<file path="src/hw/rtl/gbr_pkg.sv">
`default_nettype none
package gbr_pkg;

   localparam int KERNEL_RADIUS = 5;
   localparam int MAX_WIDTH     = 1024;
   localparam int MAX_HEIGHT    = 4096;
   localparam int RING_ROWS     = 2 * KERNEL_RADIUS + 1;
   localparam int NUM_COEF      = 6;
   localparam int COL_W         = $clog2(MAX_WIDTH);
   localparam int ROW_W         = $clog2(MAX_HEIGHT);
   localparam int SLOT_W        = $clog2(RING_ROWS);
   localparam int TAP_W         = $clog2(RING_ROWS);
   localparam int ADDR_W        = SLOT_W + COL_W;
   localparam int CH_W          = 8;
   localparam int PIX_W         = 3 * CH_W;
   localparam int COEF_W        = 16;
   localparam int WT_W          = 2 * COEF_W;
   localparam int PROD_W        = CH_W + WT_W;
   localparam int ACC_W         = PROD_W + 8;
   localparam int MOD_SHIFT     = 16;
   localparam int MOD_RECIP     = ((1 << MOD_SHIFT) + RING_ROWS - 1) / RING_ROWS;
   localparam int CSR_IDX_W     = 3;
   localparam int CSR_DATA_W    = 16;
   localparam int WIDTH_REG_W   = 11;
   localparam int HEIGHT_REG_W  = 13;

   localparam logic [CSR_IDX_W-1:0] CSR_IMAGE_WIDTH  = 3'd0;
   localparam logic [CSR_IDX_W-1:0] CSR_IMAGE_HEIGHT = 3'd1;
   localparam logic [CSR_IDX_W-1:0] CSR_COEF_CENTER  = 3'd2;
   localparam logic [CSR_IDX_W-1:0] CSR_COEF_OFF1    = 3'd3;
   localparam logic [CSR_IDX_W-1:0] CSR_COEF_OFF2    = 3'd4;
   localparam logic [CSR_IDX_W-1:0] CSR_COEF_OFF3    = 3'd5;
   localparam logic [CSR_IDX_W-1:0] CSR_COEF_OFF4    = 3'd6;
   localparam logic [CSR_IDX_W-1:0] CSR_COEF_OFF5    = 3'd7;

   typedef struct packed {
      logic [COL_W-1:0]                  wm1;
      logic [ROW_W-1:0]                  hm1;
      logic [NUM_COEF-1:0][COEF_W-1:0]   coef;
   } cfg_type;

   typedef struct packed {
      logic [PIX_W-1:0]  pix;
      logic [SLOT_W-1:0] slot;
      logic [COL_W-1:0]  col;
      logic [ROW_W-1:0]  r0;
      logic [ROW_W-1:0]  r1;
      logic [COL_W-1:0]  c0;
      logic [COL_W-1:0]  c1;
      logic              has_out;
   } job_type;

   typedef struct packed {
      logic [CH_W-1:0]  red;
      logic [CH_W-1:0]  green;
      logic [CH_W-1:0]  blue;
      logic [ROW_W-1:0] row;
      logic [COL_W-1:0] col;
      logic             last_of_run;
      logic             frame_done;
   } rsp_type;

   // Weight of one kernel tap along one axis; offsets without a register weigh zero.
   function automatic logic [COEF_W-1:0] tap_weight(
      input logic [NUM_COEF-1:0][COEF_W-1:0] coef,
      input logic [TAP_W-1:0]                idx
   );
      logic [TAP_W-1:0] off;
      off = (idx >= TAP_W'(KERNEL_RADIUS)) ? idx - TAP_W'(KERNEL_RADIUS)
                                           : TAP_W'(KERNEL_RADIUS) - idx;
      if (off < TAP_W'(NUM_COEF)) begin
         tap_weight = coef[off];
      end else begin
         tap_weight = '0;
      end
   endfunction

   // Row number modulo the ring depth, by reciprocal multiplication.
   function automatic logic [SLOT_W-1:0] ring_slot(input logic [ROW_W:0] x);
      logic [ROW_W+MOD_SHIFT:0] prod;
      logic [ROW_W:0]           q;
      logic [ROW_W:0]           rem;
      prod = (ROW_W+MOD_SHIFT+1)'(x) * (ROW_W+MOD_SHIFT+1)'(MOD_RECIP);
      q    = prod[ROW_W+MOD_SHIFT:MOD_SHIFT];
      rem  = x - (ROW_W+1)'(q * (ROW_W+1)'(RING_ROWS));
      ring_slot = rem[SLOT_W-1:0];
   endfunction

endpackage
`default_nettype wire

</file>
<file path="src/hw/rtl/gbr_jobq.sv">
`default_nettype none
module gbr_jobq (
   input  wire logic         clock,
   input  wire logic         reset,
   input  wire logic         push,
   input  gbr_pkg::job_type  job_in,
   output logic              full,
   input  wire logic         pop,
   output gbr_pkg::job_type  job_out,
   output logic              empty
);

   gbr_pkg::job_type entry_ff [2];
   logic       wp_ff, rp_ff;
   logic [1:0] cnt_ff;

   assign full    = cnt_ff == 2'd2;
   assign empty   = cnt_ff == 2'd0;
   assign job_out = entry_ff[rp_ff];

   always_ff @(posedge clock) begin
      if (push) begin
         entry_ff[wp_ff] <= job_in;
      end
   end

   always_ff @(posedge clock) begin
      if (reset) begin
         wp_ff  <= 1'b0;
         rp_ff  <= 1'b0;
         cnt_ff <= '0;
      end else begin
         if (push) begin
            wp_ff <= ~wp_ff;
         end
         if (pop) begin
            rp_ff <= ~rp_ff;
         end
         cnt_ff <= cnt_ff + 2'(push) - 2'(pop);
      end
   end

endmodule
`default_nettype wire

</file>
<file path="config.mk">
export PLATFORM = sky130hd
export DESIGN_NAME = gbr_jobq
export DESIGN_NICKNAME = d
export VERILOG_FILES = /design/src/hw/rtl/gbr_pkg.sv /design/src/hw/rtl/gbr_jobq.sv
export SDC_FILE = /design/constraint.sdc
export NUM_CORES = 1
export LEC_CHECK = 0
export BUFFER_PORTS_ARGS = -buffer_cell sky130_fd_sc_hd__clkbuf_2
export CAP_MARGIN = 20
export CORE_MARGIN = 2
export CORE_UTILIZATION = 47
export CTS_CLUSTER_DIAMETER = 50
export DETAILED_ROUTE_END_ITERATION = 10
export GPL_TIMING_DRIVEN = 0
export PLACE_DENSITY_LB_ADDON = 0.15
export SLEW_MARGIN = 5
export SYNTH_ARGS = -nofsm -noshare
export SYNTH_HDL_FRONTEND = slang
export SYNTH_SLANG_ARGS = --single-unit
</file>
<file path="constraint.sdc">
create_clock -name clock -period 5.29 [get_ports clock]
set_input_delay 0 -clock clock [delete_from_list [all_inputs] [get_ports clock]]
set_output_delay 0 -clock clock [all_outputs]
set_load 0.01 [all_outputs]
</file>
# After elaboration in Yosys (flattened, before gate mapping)
# Memories as Yosys holds them, arrays and structs flattened. A register that Yosys moved wholly into a read port is not among the register bits.
# Cells that the tools add are included.
# classes
muxes	4
add_sub_neg	2
bitwise	2
n_eq_ne	1
reduce_logical	1
# ops
cell	count
$mux W1	4
$add A2 B1 Y2	1
$eq A2 B2 Y1 const B	1
$logic_not A2 Y1	1
$not A1 Y1	2
$sub A2 B1 Y2	1
# word_totals
out_inout_bits	85
in_bits	87
ram_bits	166
memories	1
register_bits	4
# mem_list
memory	words	word_bits	rd	rd_clocked_by_memory_dff	write_ports	line	rtl
entry_ff	2	83	1	1	1	gbr_jobq.sv:13	gbr_pkg::job_type entry_ff [2];

# Logic depth before layout (Yosys ltp)
# depth
ltp_word	3
ltp_mapped	6
ltp_nobuf	6

# Least setup slack after synthesis
# No wires, ideal clock.
# synth_timing
kind	reg-to-reg
from	register wp_ff
to	memory entry_ff[0][0] (netlist name), enable pin
stages_incl_launch_ff	2
synth_period_minus_slack_ns	4.543
slack_ns	0.747
path_buffers	0
t_arrival_ns	4.008
setup_time_ns	0.535
cell_sequence	dfxtp_1 -> nor2b_1
# synth_rtl
element	line	rtl
start, declared	gbr_jobq.sv:14	logic wp_ff, rp_ff;
start signal, assigned	gbr_jobq.sv:34	wp_ff <= ~wp_ff;
end, declared	gbr_jobq.sv:13	
# No word-level cell before the write port.

==> flow_metrics.tcl <==
set metrics [dict create \
    ant_nets 0 \
    rrSetupSlack_ps 3660 \
    worstMarginPinSlew_ps 574 \
    antenna-diode-count 0 \
    critPathLaunchType "flop" \
    power_density_nw_per_um2 348 \
    portBuffers 171 \
    synth_edf_count 166 \
    grt_pass1_vias 3710 \
    synth_area_um2 6560 \
    ys_seq_area_frac 0.776 \
    yosysTopAreaCellShare 0.760 \
    path_clk_slew_ps 60 \
    cts_max_level 4 \
    min_path_type "input port to flop" \
    pwr-share-clk 0.351 \
    multi_input_area_um2 1320 \
    drt_first_pass_iters 6 \
    ir_worst_vdd_mv 0.260 \
    syn_avg_cell_area_um2 23.5 \
    synth_fp_nets 368 \
    p_sw_w 0.000697 \
    post_dp_cell_area_um2 7740 \
    grt_overflow 0 \
    root_buffer "clkbuf_16" \
    ys_async_sr_fraction 0 \
    cts_tree "done" \
    place.gp.congestion 0.673 \
    start_util 0.476 \
    die_x_um 122 \
    synthFlopType "edfxtp_1" \
    power_frac_comb 0.144 \
    max_slew_margin 0.617 \
    worstRegToRegCells 2 \
    fp.dieH_um 122 \
    hold_viol_final 0 \
    clock.fmax_ghz 0.614 \
    cp_max_fo 10 \
    wl_um 11400 \
    synth_top_cells_by_area "edfxtp_1 (76%), mux2_4 (16%), mux2_2 (2.2%), buf_12 (2.1%), dfxtp_1 (1.5%)" \
    nets 648 \
    period_share 0.308 \
    cts_buffer_depth 2 \
    status "completed" \
    ys_top_cells_by_count "edfxtp_1 (166), mux2_4 (70), mux2_2 (13), buf_12 (7)" \
    vias 3476 \
    rsz0062_at_grt "false" \
    seqCellArea_um2 5080 \
    antenna_found_initial 0 \
    place_hpwl_um 7130 \
    drt_iter0_markers 161 \
    min_period_ps 1630 \
    grt_pass1_wl_um 17500 \
    postCtsSetupBuffers 0 \
    drv_slew 0 \
    end_kind "output pin" \
    yosysWarningCount 0 \
    cts_sinks 171 \
    fp-row-count 43 \
    die-area_um2 14900 \
    final-setup-viol-count 0 \
    yosys.cell_types.count 14 \
    crit_end "job_out[67]" \
    insertion_delay_ps 410 \
    pin_count 172 \
    crit_type "flop to output pin" \
    wl_per_cell_um 15.2 \
    grt_max_degree 47 \
    cellLeakagePower_nw 3.67 \
    maxCapViolations 0 \
    final_area_um2 9140 \
    fillCellCount 989 \
    synth_most_common_cell "edfxtp_1" \
    arrival_ps 1630 \
    layout-drive-gt1-share 0.518 \
    ys_seq_elements 171 \
    p_seq_frac 0.504 \
    syn-instance-count 279 \
    area_growth_pct 39.4 \
    yosysTopAreaCell "edfxtp_1" \
    skew_ps 8.11 \
    viasPerCell 4.63 \
    p_int_w 0.00248 \
    postLayoutCoreUtil 0.663 \
    reg2reg_to "entry_ff[1][34]" \
    cp.required_ps 5290 \
    cts_buffers 17 \
    grt_usage 0.158 \
    crit-reg2reg-launch "wp_ff" \
    drc 0 \
    coreArea_um2 13800 \
    swShare 0.219 \
]
## worst max-delay path, stage by stage, from the launching register on
cell and delay, ps:
dfxtp_1 340, buf_6 230, buf_12 180, mux2_4 310, clkbuf_2 140
## through the flow
step                total power (W)  worst slack [ps]  std cells  setup TNS (ps)  hold slack (ps)
finish                      0.00318              3660        751               0              315
global placement            0.00204             -1410        630         -117110              188
floorplan                   0.00189               747        279               0             71.6
detailed placement          0.00205              3640        634               0              193
global route                0.00329              3570        751               0              300
CTS                         0.00321              3610        751               0              290
## power by group through the flow
stage	Combinational (W)	Sequential [W]	Clock [W]
4_1_cts	0.000466	0.00160	0.00114
3_5_place_dp	0.000414	0.00163	0
2_1_floorplan	0.000255	0.00163	0
6_report	0.000459	0.00160	0.00112
3_3_place_gp	0.000395	0.00164	0
5_1_grt	0.000496	0.00161	0.00119
## worst min path at each step
stage                     from  slack (ps)  cells past startpoint         endpoint
floorplan                reset          70                      1        cnt_ff[0]
global placement    job_in[11]         190                      1  entry_ff[1][11]
detailed placement  job_in[13]         190                      1  entry_ff[1][13]
CTS                 job_in[11]         290                      2  entry_ff[0][11]
global route        job_in[13]         300                      2  entry_ff[1][13]
finish               job_in[0]         310                      2   entry_ff[0][0]
## cell type report
type | count | share of cell area
Timing Repair Buffer | 261 | 0.198
Sequential cell | 171 | 0.557
Multi-Input combinational cell | 97 | 0.144
Clock inverter | 12 | 0.0110
Buffer | 9 | 0.0171
Inverter | 2 | 0.000822
Clock buffer | 19 | 0.0474
Tap cell | 180 | 0.0247
## routing by layer
| metal | wire length (um) | vias up | part of all wire | GRT usage |
|---|---|---|---|---|
| li1 | - | 1660 | - | - |
| met1 | 4540 | 1699 | 0.40 | 0.176 |
| met2 | 6040 | 104 | 0.53 | 0.276 |
| met3 | 623 | 13 | 0.055 | 0.0506 |
| met4 | 184 | 0 | 0.016 | 0.0697 |
| met5 | 0 | - | 0 | 0 |
## cells by family after synthesis
family,after synthesis,synth area share
muxes,83,0.183
and+or+nand+nor,9,0.00668
buffers and inverters,11,0.0250
xor gates and xnor gates,3,0.00611
DFF,171,0.776
adders and majority gates,2,0.00382
## cell usage in the layout (no fill, tap or decap), types with 4 or more instances in the layout
cell / count
clkbuf_2: 171
edfxtp_1: 166
dlygate4sd3_1: 86
mux2_4: 70
clkbuf_16: 17
mux2_2: 13
buf_12: 9
nor2_1: 5
dfxtp_1: 5
clkinvlp_4: 4
## flip-flops by register name, summed over array words and instances (netlist names), named ones only
| name | flops |
|---|---|
| cnt_ff | 2 |
| wp_ff | 1 |
| rp_ff | 1 |
| entry_ff | 166 |
## what timing repair did
item	in CTS	in global routing
hold endpoints to repair	171	0
gates resized for setup	0	0
hold buffers	86	0
(Power assumes the default switching activity.)
