===== config.mk =====
export PLATFORM = sky130hd
export DESIGN_NAME = gbr_front
export DESIGN_NICKNAME = d
export VERILOG_FILES = /design/src/hw/rtl/gbr_pkg.sv /design/src/hw/rtl/gbr_front.sv
export SDC_FILE = /design/constraint.sdc
export NUM_CORES = 1
export LEC_CHECK = 0
export BUFFER_PORTS_ARGS = -buffer_cell sky130_fd_sc_hd__buf_2
export CAP_MARGIN = 15
export CORE_MARGIN = 2
export CORE_UTILIZATION = 37
export DETAILED_ROUTE_END_ITERATION = 6
export PLACE_DENSITY = 0.75
export SYNTH_ARGS = -nofsm -noshare
export SYNTH_HDL_FRONTEND = slang
export SYNTH_SLANG_ARGS = --single-unit

===== constraint.sdc =====
create_clock -name clock -period 8.9 [get_ports clock]
set_clock_uncertainty 0.05 [all_clocks]
set_input_delay 0.89 -clock clock [delete_from_list [all_inputs] [get_ports clock]]
set_output_delay 0.89 -clock clock [all_outputs]
set_load 0.01 [all_outputs]

===== src/hw/rtl/gbr_pkg.sv =====
`default_nettype none
package gbr_pkg;

   localparam int KERNEL_RADIUS = 5;
   localparam int MAX_WIDTH     = 1024;
   localparam int MAX_HEIGHT    = 4096;
   localparam int RING_ROWS     = 2 * KERNEL_RADIUS + 1;
   localparam int NUM_COEF      = 6;
   localparam int COL_W         = $clog2(MAX_WIDTH);
   localparam int ROW_W         = $clog2(MAX_HEIGHT);
   localparam int SLOT_W        = $clog2(RING_ROWS);
   localparam int TAP_W         = $clog2(RING_ROWS);
   localparam int ADDR_W        = SLOT_W + COL_W;
   localparam int CH_W          = 8;
   localparam int PIX_W         = 3 * CH_W;
   localparam int COEF_W        = 16;
   localparam int WT_W          = 2 * COEF_W;
   localparam int PROD_W        = CH_W + WT_W;
   localparam int ACC_W         = PROD_W + 8;
   localparam int MOD_SHIFT     = 16;
   localparam int MOD_RECIP     = ((1 << MOD_SHIFT) + RING_ROWS - 1) / RING_ROWS;
   localparam int CSR_IDX_W     = 3;
   localparam int CSR_DATA_W    = 16;
   localparam int WIDTH_REG_W   = 11;
   localparam int HEIGHT_REG_W  = 13;

   localparam logic [CSR_IDX_W-1:0] CSR_IMAGE_WIDTH  = 3'd0;
   localparam logic [CSR_IDX_W-1:0] CSR_IMAGE_HEIGHT = 3'd1;
   localparam logic [CSR_IDX_W-1:0] CSR_COEF_CENTER  = 3'd2;
   localparam logic [CSR_IDX_W-1:0] CSR_COEF_OFF1    = 3'd3;
   localparam logic [CSR_IDX_W-1:0] CSR_COEF_OFF2    = 3'd4;
   localparam logic [CSR_IDX_W-1:0] CSR_COEF_OFF3    = 3'd5;
   localparam logic [CSR_IDX_W-1:0] CSR_COEF_OFF4    = 3'd6;
   localparam logic [CSR_IDX_W-1:0] CSR_COEF_OFF5    = 3'd7;

   typedef struct packed {
      logic [COL_W-1:0]                  wm1;
      logic [ROW_W-1:0]                  hm1;
      logic [NUM_COEF-1:0][COEF_W-1:0]   coef;
   } cfg_type;

   typedef struct packed {
      logic [PIX_W-1:0]  pix;
      logic [SLOT_W-1:0] slot;
      logic [COL_W-1:0]  col;
      logic [ROW_W-1:0]  r0;
      logic [ROW_W-1:0]  r1;
      logic [COL_W-1:0]  c0;
      logic [COL_W-1:0]  c1;
      logic              has_out;
   } job_type;

   typedef struct packed {
      logic [CH_W-1:0]  red;
      logic [CH_W-1:0]  green;
      logic [CH_W-1:0]  blue;
      logic [ROW_W-1:0] row;
      logic [COL_W-1:0] col;
      logic             last_of_run;
      logic             frame_done;
   } rsp_type;

   // Weight of one kernel tap along one axis; offsets without a register weigh zero.
   function automatic logic [COEF_W-1:0] tap_weight(
      input logic [NUM_COEF-1:0][COEF_W-1:0] coef,
      input logic [TAP_W-1:0]                idx
   );
      logic [TAP_W-1:0] off;
      off = (idx >= TAP_W'(KERNEL_RADIUS)) ? idx - TAP_W'(KERNEL_RADIUS)
                                           : TAP_W'(KERNEL_RADIUS) - idx;
      if (off < TAP_W'(NUM_COEF)) begin
         tap_weight = coef[off];
      end else begin
         tap_weight = '0;
      end
   endfunction

   // Row number modulo the ring depth, by reciprocal multiplication.
   function automatic logic [SLOT_W-1:0] ring_slot(input logic [ROW_W:0] x);
      logic [ROW_W+MOD_SHIFT:0] prod;
      logic [ROW_W:0]           q;
      logic [ROW_W:0]           rem;
      prod = (ROW_W+MOD_SHIFT+1)'(x) * (ROW_W+MOD_SHIFT+1)'(MOD_RECIP);
      q    = prod[ROW_W+MOD_SHIFT:MOD_SHIFT];
      rem  = x - (ROW_W+1)'(q * (ROW_W+1)'(RING_ROWS));
      ring_slot = rem[SLOT_W-1:0];
   endfunction

endpackage
`default_nettype wire


===== src/hw/rtl/gbr_front.sv =====
`default_nettype none
module gbr_front (
   input  wire logic              clock,
   input  wire logic              reset,
   input  gbr_pkg::cfg_type       cfg,
   input  wire logic              req_push,
   input  wire logic [7:0]        req_red,
   input  wire logic [7:0]        req_green,
   input  wire logic [7:0]        req_blue,
   input  wire logic              q_full,
   output logic                   q_push,
   output gbr_pkg::job_type       q_job
);

   logic [gbr_pkg::ROW_W-1:0]  row_ff, row_in;
   logic [gbr_pkg::COL_W-1:0]  col_ff, col_in;
   logic [gbr_pkg::SLOT_W-1:0] slot_ff, slot_in;

   logic                        wrap_col;
   logic [gbr_pkg::ROW_W:0]     r_tmp;
   logic [gbr_pkg::ROW_W-1:0]   r_cur;
   logic [gbr_pkg::COL_W-1:0]   c_cur;
   logic [gbr_pkg::SLOT_W-1:0]  s_tmp, s_cur, s_next;
   logic [gbr_pkg::COL_W:0]     c_inc;
   logic [gbr_pkg::ROW_W:0]     r_inc;
   logic                        last_row, last_col;

   assign q_push = req_push && !q_full;

   always_comb begin
      // Normalize a position left beyond the frame by a register change.
      wrap_col = col_ff > cfg.wm1;
      c_cur    = wrap_col ? '0 : col_ff;
      r_tmp    = {1'b0, row_ff} + (gbr_pkg::ROW_W+1)'(wrap_col);
      s_tmp    = slot_ff;
      if (wrap_col) begin
         s_tmp = (slot_ff == gbr_pkg::SLOT_W'(gbr_pkg::RING_ROWS - 1)) ? '0 : slot_ff + 1'b1;
      end
      if (r_tmp > {1'b0, cfg.hm1}) begin
         r_cur = '0;
         s_cur = '0;
      end else begin
         r_cur = r_tmp[gbr_pkg::ROW_W-1:0];
         s_cur = s_tmp;
      end
      s_next = (s_cur == gbr_pkg::SLOT_W'(gbr_pkg::RING_ROWS - 1)) ? '0 : s_cur + 1'b1;

      last_row = r_cur == cfg.hm1;
      last_col = c_cur == cfg.wm1;

      q_job.pix  = {req_red, req_green, req_blue};
      q_job.slot = s_cur;
      q_job.col  = c_cur;
      q_job.r0   = (r_cur < gbr_pkg::ROW_W'(gbr_pkg::KERNEL_RADIUS)) ? '0
                   : r_cur - gbr_pkg::ROW_W'(gbr_pkg::KERNEL_RADIUS);
      q_job.r1   = last_row ? cfg.hm1 : q_job.r0;
      q_job.c0   = (c_cur < gbr_pkg::COL_W'(gbr_pkg::KERNEL_RADIUS)) ? '0
                   : c_cur - gbr_pkg::COL_W'(gbr_pkg::KERNEL_RADIUS);
      q_job.c1   = last_col ? cfg.wm1 : q_job.c0;
      q_job.has_out = (last_row || r_cur >= gbr_pkg::ROW_W'(gbr_pkg::KERNEL_RADIUS)) &&
                      (last_col || c_cur >= gbr_pkg::COL_W'(gbr_pkg::KERNEL_RADIUS));

      // Advance to the next raster position.
      c_inc  = {1'b0, c_cur} + 1'b1;
      r_inc  = {1'b0, r_cur} + 1'b1;
      row_in = r_cur;
      col_in = c_inc[gbr_pkg::COL_W-1:0];
      slot_in = s_cur;
      if (c_inc > {1'b0, cfg.wm1}) begin
         col_in = '0;
         if (r_inc > {1'b0, cfg.hm1}) begin
            row_in  = '0;
            slot_in = '0;
         end else begin
            row_in  = r_inc[gbr_pkg::ROW_W-1:0];
            slot_in = s_next;
         end
      end
   end

   always_ff @(posedge clock) begin
      if (reset) begin
         row_ff  <= '0;
         col_ff  <= '0;
         slot_ff <= '0;
      end else if (q_push) begin
         row_ff  <= row_in;
         col_ff  <= col_in;
         slot_ff <= slot_in;
      end
   end

endmodule
`default_nettype wire


### After elaboration in Yosys (flattened, before gate mapping)

Cells that the tools add are included.

* register bits after elaboration: 26
* latch bits: 0
* memory bits (writable): 0
* memory bits (read-only): 0
* output and inout bits: 84
* memories kept: 0

* add/sub/neg operators: 7
* multiply operators: 0
* divide/modulo/power cells: 0
* $lt $le $gt $ge: 8
* eq/ne operators: 4
* shift-type cells: 0
* mux-type cells: 15
* bitwise logic cells: 0
* reduce and logical (&&, ||, !) cells: 5

Operators by type and width (count)
* 12-bit two-way mux: 5
* 10-bit two-way mux: 4
* 13-bit by 12-bit greater-than comparator with 1-bit output: 2
* 4-bit two-way mux: 6
* 12-bit by 1-bit adder with 13-bit output: 1
* 12-bit by 1-bit adder with 13-bit output (second input constant): 1
* 12-bit == test: 1
* 12-bit by 3-bit greater-or-equal comparator with 1-bit output (second input constant): 1
* 12-bit by 3-bit < comparator with 1-bit output (second input constant): 1
* 12-bit by 3-bit subtractor with 12-bit output (second input constant): 1
* 10-bit by 1-bit adder with 11-bit output (second input constant): 1
* 11-bit by 10-bit greater-than comparator with 1-bit output: 1
* 10-bit == test: 1
* 10-bit by 3-bit greater-or-equal comparator with 1-bit output (second input constant): 1
* 10-bit greater-than comparator: 1
* 10-bit by 3-bit < comparator with 1-bit output (second input constant): 1
* 10-bit by 3-bit subtractor with 10-bit output (second input constant): 1
* 4-bit by 1-bit adder with 4-bit output (second input constant): 2
* 4-bit == test (second input constant): 2
* 1-bit logical AND: 2
* 1-bit logical OR: 2
* 1-bit logical NOT: 1

### Logic depth before layout (Yosys ltp)

* depth in word-level cells: 8
* gate-level depth with buffers: 41

### Least setup slack after synthesis

No wires, ideal clock.

* path kind: input port to flip-flop
* start point: input cfg[113] (netlist name)
* end point: register row_ff[6] (netlist name)
* setup time: 0.070 ns
* arrival time: 8.136 ns
* setup slack: 0.643 ns
* stages: 40
* path buffers: 6
* cell sequence: inv_1 ha_1 nand4_1 a211oi_1 a211oi_2 or2_1 buf_4 inv_4 buf_4 clkbuf_1 ha_1 ha_1 buf_2 nand3_2 nor2_1 xnor2_2 inv_1 ha_1 [4 not listed] clkbuf_1 nand2_1 inv_1 ha_1 o21ai_0 a211o_1 xnor2_1 nor2_1 ha_1 a21o_1 a21oi_1 nor2b_1 o21ai_0 a31oi_1 nor4_4 buf_6 a22oi_1 a21oi_1

* word-level cells in the longest chain between the ends: 8
* elaborated cells between the ends (all ways): 11
* those cells by class: add/sub: 3; order compare: 4; mux: 4

RTL lines
* start: declaration: RTL line gbr_front.sv:5 `input gbr_pkg::cfg_type cfg,`
* 10-bit greater-than comparator: RTL line gbr_front.sv:32 `wrap_col = col_ff > cfg.wm1;`
* 12-bit by 1-bit adder with 13-bit output: RTL line gbr_front.sv:34 `r_tmp = {1'b0, row_ff} + (gbr_pkg::ROW_W+1)'(wrap_col);`
* 13-bit by 12-bit greater-than comparator with 1-bit output: RTL line gbr_front.sv:39 `if (r_tmp > {1'b0, cfg.hm1}) begin`
* 12-bit two-way mux: RTL line gbr_front.sv:39
* 12-bit by 1-bit adder with 13-bit output: RTL line gbr_front.sv:65 `r_inc = {1'b0, r_cur} + 1'b1;`
* 13-bit by 12-bit greater-than comparator with 1-bit output: RTL line gbr_front.sv:71 `if (r_inc > {1'b0, cfg.hm1}) begin`
* 12-bit two-way mux: RTL line gbr_front.sv:71
* 12-bit two-way mux (*): RTL line gbr_front.sv:69 `if (c_inc > {1'b0, cfg.wm1}) begin`
* end signal: assignment: RTL line gbr_front.sv:87 `row_ff <= row_in;`
* end: declaration: RTL line gbr_front.sv:15 `logic [gbr_pkg::ROW_W-1:0] row_ff, row_in;`

Every way passes the cells marked *; elsewhere a longest branch is shown, timed or not.
A chain may end at the register's enable or synchronous reset.

### Worst setup path in the final report

Same ends and word-level chain as after synthesis.

==> flow_summary.json <==
{
  "outcome": "complete, no violations",
  "syn2layout_area_growth_pct": 10.3,
  "final_cell_mix": "85 x buf_2, 70 x nor2_1, 55 x ha_1",
  "syn_nets": 871,
  "dp_slack_ns": 0.0500,
  "hold_violations": 0,
  "root_buffer": "clkbuf_16",
  "path_clk_slew_ns": 0.08,
  "pin_count": 230,
  "synth-seq-cells": 26,
  "ys_seq_area_share_pct": 10.4,
  "cp_slowest_cell": "a211o_1",
  "nets": 918,
  "cts_tree": "yes",
  "max_freq_ghz": 0.121,
  "antenna_found_initial": 0,
  "vias": 4958,
  "die_w_um": 120,
  "dieArea_um2": 14500,
  "syn_area_um2": 5020,
  "overflow": 0,
  "hpwl_um": 10900,
  "crit_fanout": 11,
  "drv_slew": 0,
  "r2r_slack_ns": 0.73,
  "first_global_vias": 4720,
  "via_per_inst": 5.56,
  "post_synth.cell_area_avg_um2": 7.51,
  "numCtsBuffers": 3,
  "setup_ws_ns": 0.619,
  "final.period_utilization_pct": 93.0,
  "first_pass_iters": 5,
  "yosysUniqueCellTypes": 85,
  "ant_nets": 0,
  "finalSetupViolations": 0,
  "clock_path_buffers": 2,
  "power_leakage_nw": 2.71,
  "cp-start-kind": "input port",
  "yosys_most_used_dff": "dfxtp_1",
  "route.detailed.drc": 0,
  "crit_top_cell": "ha_1",
  "crit_path_max_incr_delay_ns": 0.37,
  "slew_headroom_pct": 43.1,
  "htree_levels": 1,
  "async_reset_ff_share_pct": 0,
  "critPathKind": "in2reg",
  "max-cap-violations": 0,
  "final_common_cell": "buf_2",
  "cp.required_ns": 9.04,
  "tightest_slew_ns": 0.847,
  "cts.sinks": 26,
  "critPathArrivalTime_ns": 8.42,
  "grt_use_total_pct": 18.9,
  "drt-wirelength-per-cell_um": 15.6,
  "synth_edf_count": 0,
  "setup_tns_ns": 0,
  "io_buffers": 85,
  "drive_gt1_share_pct": 22.8,
  "die_h_um": 120,
  "hold_buffers": 0,
  "min_period_ns": 8.28,
  "yosys_warnings": 0,
  "gp_congestion": 0.917,
  "row_count": 42,
  "clk_latency_ns": 0.27,
  "ir_drop_mv": 0.0940,
  "core_um2": 13200,
  "wl_um": 13900,
  "antennaDiodeCount": 0,
  "hp-class": "reg2reg",
  "initial_core_util_pct": 37.9,
  "grt_max_degree": 31,
  "power_density_nw_per_um2": 56.9,
  "rsz0062_at_grt": "false",
  "grt_first_pass_wirelength_um": 23100,
  "endpoint_kind": "register",
  "drtIter0Drc": 306,
  "syn_inst": 669
}
-- sequential cells by signal (all words and copies together) (netlist names) --
name and count:
slot_ff 4, col_ff 10, row_ff 12
-- synthesized netlist by cell type, types with 6 or more instances --
library cell / count / share of area (%)
a211oi_1: 6 / 0.90
a21oi_1: 50 / 5.0
a22oi_1: 9 / 1.3
a31oi_1: 17 / 2.1
and2_1: 8 / 1.0
and3_1: 8 / 1.0
buf_2: 9 / 0.90
buf_4: 27 / 4.0
clkbuf_1: 17 / 1.3
dfxtp_1: 26 / 10
ha_1: 56 / 14
inv_1: 46 / 3.4
mux2_1: 10 / 2.2
mux2_4: 9 / 2.7
nand2_1: 46 / 3.4
nand2b_1: 8 / 1.0
nand3_1: 24 / 2.4
nand3b_1: 8 / 1.2
nand4_1: 12 / 1.5
nor2_1: 72 / 5.4
nor2b_1: 6 / 0.75
nor3_1: 18 / 1.8
nor4_1: 7 / 0.87
o21ai_0: 15 / 1.5
o22ai_1: 6 / 0.75
xnor2_1: 30 / 5.2
xor2_1: 9 / 1.6
-- path summary, 6_finish.rpt --
| kind | startpoint | endpoint | depth (start not counted) |
|---|---|---|---|
| worst min-delay path | row_ff[0] | row_ff[0] | 2 |
| worst max register to register | col_ff[7] | row_ff[6] | 34 |
| worst max-delay path | cfg[113] | row_ff[6] | 36 |
| worst min register to register | row_ff[0] | row_ff[0] | 2 |
-- critical path, delay by kind of cell --
kind	cells	cell delay (ns)
compound gates	11	2.13
fa+ha+maj	6	1.76
xor+xnor	2	0.38
buf+inv	6	0.86
simple gates	11	2.36
-- cell type report --
class                   instances  area, um2
multi-input cells             533       3950
fillers                      1406       7710
flip-flops and latches         26        520
well taps                     176        220
repair buffers                102        553
clock buffers                   3       75.1
inverters                      50        190
clock inverters                 1       30.0
-- per-stage QoR --
step	hold slack [ns]	std cells	total power, mW	instance area (um2)	utilization (%)
floorplan	0.418	669	0.171	5020	-
global placement	0.441	887	0.180	5420	40.9
detailed placement	0.441	887	0.181	5420	40.9
CTS	0.456	891	0.317	5520	41.7
global route	0.500	891	0.330	5540	41.8
finish	0.457	891	0.315	5540	41.8
-- cell families after synthesis --
family          Yosys count  synth area share [%]
compound gates          155                  21.2
mux                      27                  6.63
xor+xnor                 47                  9.84
buf+inv                 110                  11.3
fa+ha+maj                56                  14.0
flops                    26                  10.4
simple gates            248                  26.8
-- power breakdown --
group          switching [mW]  internal (mW)  total (mW)
clock                  0.0460         0.0897       0.136
combinational          0.0382         0.0225      0.0607
sequential            0.00139          0.117       0.119
total                  0.0855          0.229       0.315
-- what timing repair did --
| action | CTS | global route |
|---|---|---|
| buffers inserted | 0 | 0 |
| setup endpoints to repair | 0 | 28 |
| resized for setup | 0 | 4 |
-- metal layers --
| metal | routed length (um) | vias up | part of all wire, % | GRT usage, % |
|---|---|---|---|---|
| met1 | 6590 | 2322 | 47 | 26.0 |
| li1 | - | 2466 | - | - |
| met2 | 6520 | 160 | 47 | 32.3 |
| met5 | 0 | - | 0 | 0 |
| met4 | 108 | 0 | 0.78 | 3.34 |
| met3 | 675 | 10 | 4.9 | 2.17 |
Note: power is estimated with default switching activity, not from simulation.
